[config.mk]
export PLATFORM = sky130hd
export DESIGN_NAME = debug_packet_receiver_unit
export DESIGN_NICKNAME = d
export VERILOG_FILES = /design/src/hw/rtl/dpr_pkg.sv /design/src/hw/rtl/debug_packet_receiver_unit.sv /design/src/hw/rtl/dpr_decode.sv
export SDC_FILE = /design/constraint.sdc
export NUM_CORES = 1
export LEC_CHECK = 0
export ABC_AREA = 1
export BUFFER_PORTS_ARGS = -buffer_cell sky130_fd_sc_hd__buf_2
export CAP_MARGIN = 20
export CELL_PAD_IN_SITES_DETAIL_PLACEMENT = 2
export CELL_PAD_IN_SITES_GLOBAL_PLACEMENT = 2
export CORE_MARGIN = 2
export CORE_UTILIZATION = 25
export DETAILED_ROUTE_END_ITERATION = 8
export GPL_TIMING_DRIVEN = 0
export PLACE_DENSITY = 0.64
export SLEW_MARGIN = 20
export SYNTH_ARGS = -nofsm -noshare
export SYNTH_HDL_FRONTEND = slang
export SYNTH_HIERARCHICAL = 1
export SYNTH_SLANG_ARGS = --single-unit
[constraint.sdc]
create_clock -name clk -period 8.95 [get_ports clk]
set_clock_uncertainty 0.15 [all_clocks]
set_input_delay 1.79 -clock clk [delete_from_list [all_inputs] [get_ports clk]]
set_output_delay 1.79 -clock clk [all_outputs]
set_load 0.02 [all_outputs]
[src/hw/rtl/dpr_pkg.sv]
// dpr_pkg: shared types, codes and helpers for the debug packet receiver.
// No dependencies; imported by every module of the block.
package dpr_pkg;

    localparam logic [7:0] START_BYTE  = 8'h24;
    localparam logic [7:0] HASH_BYTE   = 8'h23;
    localparam logic [7:0] ESC_XOR     = 8'h20;
    localparam logic [7:0] ESCAPE_RST  = 8'd125;

    localparam logic [2:0] PH_HUNT = 3'd0;
    localparam logic [2:0] PH_DATA = 3'd1;
    localparam logic [2:0] PH_ESC  = 3'd2;
    localparam logic [2:0] PH_HI   = 3'd3;
    localparam logic [2:0] PH_LO   = 3'd4;

    localparam logic [1:0] ST_DATA     = 2'd0;
    localparam logic [1:0] ST_ACK      = 2'd1;
    localparam logic [1:0] ST_NACK     = 2'd2;
    localparam logic [1:0] ST_OVERFLOW = 2'd3;

    localparam int TDATA_W = 48;

    typedef struct packed {
        logic [2:0] phase;
        logic [7:0] running_sum;
        logic [3:0] high_digit;
    } dpr_state_t;

    typedef struct packed {
        logic        valid;
        logic [1:0]  status;
        logic [7:0]  payload_byte;
        logic [9:0]  byte_index;
        logic [10:0] payload_length;
        logic [7:0]  received_sum;
        logic [7:0]  computed_sum;
    } dpr_result_t;

    function automatic logic [3:0] hex_value(input logic [7:0] c);
        logic [3:0] v;
        v = 4'd0;
        if (c >= 8'h30 && c <= 8'h39)
        begin
            v = c[3:0];
        end
        else if ((c >= 8'h61 && c <= 8'h66) || (c >= 8'h41 && c <= 8'h46))
        begin
            v = c[3:0] + 4'd9;
        end
        return v;
    endfunction

endpackage

[src/hw/rtl/debug_packet_receiver_unit.sv]
// debug_packet_receiver_unit: '$' payload '#' hh packet deframer, top level.
// Depends on dpr_pkg and dpr_decode.
//
// One received byte per item, one item per cycle when the output side is
// ready. A byte is taken into an input register, then decoded by one
// pass of the packet state machine and checksum adder once the output
// register can advance; its result (if any) lands in the output register.
// Payload bytes are reported with their index; the packet end reports ack
// or nack with length and both sums, or overflow with length and the
// computed sum.
// The escape code may only be changed while the block is idle.
module debug_packet_receiver_unit #(
    parameter int MAX_PAYLOAD = 1024
) (
    input  logic        clk,
    input  logic        rst_n,
    input  logic        cfg_we,
    input  logic [7:0]  cfg_wdata,       // escape_code
    input  logic        s_axis_tvalid,
    output logic        s_axis_tready,
    input  logic [7:0]  s_axis_tdata,    // [7:0] rx_byte
    output logic        m_axis_tvalid,
    input  logic        m_axis_tready,
    // [7:0] payload_byte, [17:8] byte_index, [28:18] payload_length,
    // [36:29] received_sum, [44:37] computed_sum, [47:45] zero
    output logic [47:0] m_axis_tdata,
    output logic [1:0]  m_axis_tuser     // [1:0] status
);
    import dpr_pkg::*;

    localparam int CNT_W = $clog2(MAX_PAYLOAD + 1);

    logic             in_valid_reg;
    logic [7:0]       in_byte_reg;
    logic [7:0]       escape_reg;
    dpr_state_t       state_reg;
    dpr_state_t       state_next;
    logic [CNT_W-1:0] count_reg;
    logic [CNT_W-1:0] count_next;
    dpr_result_t      result_next;
    logic             out_valid_reg;
    dpr_result_t      out_res_reg;
    logic             advance;

    assign advance       = !out_valid_reg || m_axis_tready;
    assign s_axis_tready = !in_valid_reg || advance;

    dpr_decode #(
        .MAX_PAYLOAD (MAX_PAYLOAD),
        .CNT_W       (CNT_W)
    ) u_decode (
        .state       (state_reg),
        .count       (count_reg),
        .rx_byte     (in_byte_reg),
        .escape_code (escape_reg),
        .state_next  (state_next),
        .count_next  (count_next),
        .result      (result_next)
    );

    always_ff @(posedge clk or negedge rst_n)
    begin
        if (!rst_n)
        begin
            in_valid_reg  <= 1'b0;
            out_valid_reg <= 1'b0;
            escape_reg    <= ESCAPE_RST;
            state_reg     <= '{phase: PH_HUNT, running_sum: 8'd0, high_digit: 4'd0};
            count_reg     <= '0;
        end
        else
        begin
            if (cfg_we)
            begin
                escape_reg <= cfg_wdata;
            end
            if (s_axis_tready)
            begin
                in_valid_reg <= s_axis_tvalid;
            end
            if (advance)
            begin
                out_valid_reg <= in_valid_reg && result_next.valid;
                if (in_valid_reg)
                begin
                    state_reg <= state_next;
                    count_reg <= count_next;
                end
            end
        end
    end

    always_ff @(posedge clk)
    begin
        if (s_axis_tready && s_axis_tvalid)
        begin
            in_byte_reg <= s_axis_tdata;
        end
        if (advance && in_valid_reg && result_next.valid)
        begin
            out_res_reg <= result_next;
        end
    end

    assign m_axis_tvalid = out_valid_reg;
    assign m_axis_tuser  = out_res_reg.status;
    assign m_axis_tdata  = {3'b000,
                            out_res_reg.computed_sum,
                            out_res_reg.received_sum,
                            out_res_reg.payload_length,
                            out_res_reg.byte_index,
                            out_res_reg.payload_byte};

endmodule

[src/hw/rtl/dpr_decode.sv]
// dpr_decode: next-state and result logic for one received byte.
// Depends on dpr_pkg.
module dpr_decode #(
    parameter int MAX_PAYLOAD = 1024,
    parameter int CNT_W       = 11
) (
    input  dpr_pkg::dpr_state_t  state,
    input  logic [CNT_W-1:0]     count,
    input  logic [7:0]           rx_byte,
    input  logic [7:0]           escape_code,
    output dpr_pkg::dpr_state_t  state_next,
    output logic [CNT_W-1:0]     count_next,
    output dpr_pkg::dpr_result_t result
);
    import dpr_pkg::*;

    logic [7:0] sum_add;
    logic [7:0] rsum;

    assign sum_add = state.running_sum + rx_byte;
    assign rsum    = {state.high_digit, hex_value(rx_byte)};

    always_comb
    begin
        state_next = state;
        count_next = count;
        result     = '0;
        case (state.phase)
            PH_DATA:
            begin
                if (count >= CNT_W'(MAX_PAYLOAD))
                begin
                    result.valid          = 1'b1;
                    result.status         = ST_OVERFLOW;
                    result.payload_length = 11'(count);
                    result.computed_sum   = state.running_sum;
                    state_next.phase      = PH_HUNT;
                end
                else if (rx_byte == HASH_BYTE)
                begin
                    state_next.phase = PH_HI;
                end
                else
                begin
                    state_next.running_sum = sum_add;
                    if (rx_byte == escape_code)
                    begin
                        state_next.phase = PH_ESC;
                    end
                    else
                    begin
                        result.valid        = 1'b1;
                        result.status       = ST_DATA;
                        result.payload_byte = rx_byte;
                        result.byte_index   = 10'(count);
                        count_next          = count + 1'b1;
                    end
                end
            end
            PH_ESC:
            begin
                state_next.running_sum = sum_add;
                state_next.phase       = PH_DATA;
                result.valid           = 1'b1;
                result.status          = ST_DATA;
                result.payload_byte    = rx_byte ^ ESC_XOR;
                result.byte_index      = 10'(count);
                count_next             = count + 1'b1;
            end
            PH_HI:
            begin
                state_next.high_digit = hex_value(rx_byte);
                state_next.phase      = PH_LO;
            end
            PH_LO:
            begin
                result.valid          = 1'b1;
                result.status         = (rsum == state.running_sum) ? ST_ACK : ST_NACK;
                result.payload_length = 11'(count);
                result.received_sum   = rsum;
                result.computed_sum   = state.running_sum;
                state_next.phase      = PH_HUNT;
            end
            default:
            begin
                if (rx_byte == START_BYTE)
                begin
                    state_next.phase       = PH_DATA;
                    state_next.running_sum = 8'd0;
                    state_next.high_digit  = 4'd0;
                    count_next             = '0;
                end
                else
                begin
                    state_next.phase = PH_HUNT;
                end
            end
        endcase
    end

endmodule

; ---- Yosys cells after proc, flatten, opt, wreduce, memory -nomap -nowiden
; Index checks and enable logic that the tools add are counted.
[totals]
regBits = 91
inputBits = 21
out_inout_bits = 52
word_cells = 87
[op_classes]
addsub = 3
order_cmp = 7
eq_ne = 12
n_mux = 28
bitwise = 3
n_reduce_logical = 20
[op_table]
columns = operator, n
row1 = 11-bit two-way mux, 5
row2 = 21-bit two-way mux, 2
row3 = 18-bit one-hot mux with 2 select lines, 1
row4 = 11-bit one-hot mux with 3 select lines, 1
row5 = 8-bit two-way mux, 3
row6 = 8-bit one-hot mux with 3 select lines, 1
row7 = 11-bit one-hot mux with 2 select lines, 1
row8 = 18-bit two-way mux, 1
row9 = 8-bit by 6-bit equality test with 1-bit output (second input constant), 2
row10 = 8-bit equality test, 2
row11 = 8-bit by 7-bit >= comparator with 1-bit output (second input constant), 2
row12 = 8-bit by 7-bit <= comparator with 1-bit output (second input constant), 2
row13 = 8-bit one-hot mux with 2 select lines, 1
row14 = 12-bit two-way mux, 1
row15 = 3-bit two-way mux, 4
row16 = 3-bit one-hot mux with 4 select lines, 1
row17 = 11-bit by 1-bit adder with 11-bit output (second input constant), 1
row18 = 11-bit >= comparator (second input constant), 1
row19 = 3-bit one-hot mux with 3 select lines, 1
row20 = 8-bit adder, 1
row21 = 8-bit by 6-bit >= comparator with 1-bit output (second input constant), 1
row22 = 8-bit by 6-bit <= comparator with 1-bit output (second input constant), 1
row23 = 4-bit two-way mux, 2
row24 = 4-bit one-hot mux with 2 select lines, 1
row25 = 20 further kinds, 34

; ---- Longest topological paths before layout
[depth]
word_depth = 9
mapped_depth = 15
mapped_depth_nobuf = 14

; ---- By module
; The synthesis kept the hierarchy.
[modules_own_cells]
columns = module, n_inst, cells_per_inst, area_per_inst_um2, seq_area_each_um2
row1 = debug_packet_receiver_unit, 1, 215, 3130.5, 2560.0
row2 = dpr_decode, 1, 339, 1830.5, 0.0

; ---- Least setup slack after synthesis
; No wires, ideal clock.
[synth_path]
path_kind = input -> register
from = input m_axis_tready
to = register out_res_reg, in the netlist m_axis_tdata[0], enable pin
setup_time_ps = 467
arrival_ps = 4170
t_required_ps = 8333
setup_slack_ps = 4163
cell_stages = 2
path_buffers = 0
cell_sequence = inv_1 -> a21oi_1
[synth_via]
elab_chain_len = 3
[synth_lines]
columns = element, line_no
row1 = from (decl), debug_packet_receiver_unit.sv:23  ; input logic m_axis_tready,
row2 = 1-bit logical OR, debug_packet_receiver_unit.sv:45  ; assign advance = !out_valid_reg || m_axis_tready;
row3 = 1-bit logical AND (2 in a row), debug_packet_receiver_unit.sv:99  ; if (advance && in_valid_reg && result_next.valid)
row4 = to (signal assigned), debug_packet_receiver_unit.sv:101  ; out_res_reg <= result_next;
row5 = to (decl), debug_packet_receiver_unit.sv:42  ; dpr_result_t out_res_reg;
; Every way passes these cells.
; A chain may end at the register's enable or synchronous reset.

; ---- Worst setup path in the final report
[layout_path]
from = input m_axis_tready
to = output s_axis_tready
[layout_via]
elab_chain_len = 2
[layout_lines]
columns = element, line_no
row1 = 1-bit logical OR, debug_packet_receiver_unit.sv:45
row2 = 1-bit logical OR, debug_packet_receiver_unit.sv:46  ; assign s_axis_tready = !in_valid_reg || advance;
row3 = to (decl), debug_packet_receiver_unit.sv:20  ; output logic s_axis_tready,
; Every way passes these cells.

==> out/qor.csv <==
metric,value,unit
outcome,finished clean,
DRC Markers,0,
Leakage,0.00251,uW
Multi-input gate area,2050,um2
Clock Pin Slew Worst Setup and Hold Paths,0.07,ns
postcts setup bufs,0,
Detail Route met2 WL,7460,um
Die ar.,21000,um2
1st-iter DRT viols,189,
GRT Total Usage,0.160,
met3 wire len,449,um
flip-flop and latch area,2560,um2
# Max-Cap Violations,0,
Final Critical Period,4.33,ns
#FFs+latches synth,91,
Logic pwr share,0.322,
Post-synth top flop,edfxtp_1,
Via Count,4078,
Routed wire per std cell,17.2,um
sum of negative setup slack,0,ns
DP HPWL,11900,um
initial antenna violation count,0,
register area share after synthesis,0.516,
fmax,231,MHz
largest net degree at the start of global routing,37,
Worst slew margin,0.372,
Post-Syn Area per Cell,8.95,um2
fin crit share,0.484,
area added between synthesis and finish,20.6,%
DR vias/cell,4.49,
Switching Share,0.377,
CTS root buffer,clkbuf_16,
Slew @ Worst Pin,0.942,ns
"FFs w/ async S/R, synth",0.396,
clock buffer depth,2,
"EDFF count, synth",55,
final hold vios,0,
Switch Pwr,510,uW
htree depth,3,
drt pass-1 iters,4,
PwrDens,226,nW/um2
Hold WC Path Type,register to register,
Largest register FFs,45,
"commonest non-fill, non-tap cell in the layout",nand2_1,
PnR Total Power,1350,uW
Core ar.,19500,um2
global-route wire length before repair,25100,um
number of global-route vias before repair,4595,
fraction of layout cells with a size suffix above 1,0.235,
# fillers,2230,
max-slew violations,0,
most frequent cells in the layout,"nand2_1, buf_2, nor2_1, nand3_1, edfxtp_1",
# diodes,0,
Initial Util,0.255,
Post-DRT Antenna Nets,0,
# IOs,73,
Congestion Overflow GR,0,
CP arrival,2.39,ns
Critical Path RT,7.01,ns
Syn Inst Count,554,
CTS Hold Bufs,0,
met1 WL,7550,um
Crit Path Max Fanout,3,
RSZ-0062 raised after global routing,false,
mapped cell area,4960,um2
Routability Congestion,0.790,
clk sinks,91,
Die Ht,145,um
Nets,673,
Critical Path Source Type,input port,
routed wire length,15700,um
PostCTS Resize Cnt,0,
Final setup viols,0,
CTS tree,built,
peak supply drop,0.0799,mV
YS warnings,6,
die width,145,um
CP endpoint kind,output pin,
post-synth cell types,42,
Clock Latency Late Sink,0.35,ns
Power Internal,842,uW
Sequential Power Share,0.411,
CTS Buf Count,9,
port bufs,69,
Crit Path Category,input port to output pin,
num rows,51,
top layer in use,met4,
Clk network pwr share,0.267,
-- metal layers --
metal | up-vias | GRT usage
met2 | 63 | 0.270
met1 | 2000 | 0.209
met4 | 0 | 0.0434
met5 | - | 0
li1 | 2001 | -
met3 | 14 | 0.0296
-- power by group through the flow --
stage / clock [uW] / combinational [uW] / sequential [uW]
after floorplan: 0 / 251 / 599
after global placement: 0 / 416 / 567
after detailed placement: 0 / 440 / 566
after CTS: 377 / 443 / 558
after global routing: 390 / 488 / 565
final: 361 / 435 / 556
-- final cells by class --
cell class,count,share of cell area
Sequential cell,91,0.428
Multi-Input combinational cell,384,0.343
Timing Repair Buffer,71,0.0669
Tap cell,265,0.0554
Inverter,66,0.0418
Clock buffer,10,0.0383
Buffer,15,0.0199
Clock inverter,6,0.00690
-- final timing paths --
check | slack (ns) | end | start | cells after the start
max | 4.62 | s_axis_tready | m_axis_tready | 4
min | 0.34 | escape_reg[6] | escape_reg[6] | 2
max reg2reg | 6.18 | m_axis_tdata[7] | in_byte_reg[0] | 10
min reg2reg | 0.34 | escape_reg[6] | escape_reg[6] | 2
max in group asynchronous | 6.63 | state_reg[5] | rst_n | 1
min in group asynchronous | 1.43 | count_reg[4] | rst_n | 1
-- critical path: stages --
cell and delay, ns:
buf_2 0.10, inv_1 0.15, nand3_1 0.15, buf_2 0.19
-- through the flow --
step                instance area (um2)  hold WS [ns]   util  setup WS, ns  std cells
finish                             5980         0.343  0.307          4.62        908
global route                       5980         0.364  0.307          4.55        908
CTS                                5980         0.346  0.307          4.62        908
detailed placement                 5710         0.332  0.293          4.63        892
global placement                   5650         0.322  0.290          2.94        890
floorplan                          4970         0.305      -          4.16        556
-- cell families (layout without fill, tap and decap cells) --
group / count (synthesis) / after routing / synth area share
xor+xnor: 15 / 15 / 0.0265
flops: 91 / 91 / 0.516
fa+ha+maj: 14 / 14 / 0.0368
simple gates: 292 / 292 / 0.271
compound gates: 60 / 60 / 0.0747
buf+inv: 81 / 168 / 0.0744
other cells: 1 / 3 / 0.000756
-- synth_stat cells, types with 6 or more instances --
cell type	count	area share
o22ai_1	6	0.0076
dfrtp_1	30	0.15
nand2_2	7	0.0088
nand2_4	6	0.014
a21oi_1	13	0.013
nor2_2	6	0.0076
inv_1	54	0.041
nor2_1	64	0.048
nand2_1	130	0.098
ha_1	13	0.033
o211ai_1	9	0.014
o21ai_0	14	0.014
inv_2	10	0.0076
dfstp_2	6	0.032
o21ai_1	8	0.0081
xnor2_1	10	0.018
nand3_1	57	0.058
edfxtp_1	55	0.33
nand4_1	8	0.010
(Power assumes the default switching activity.)
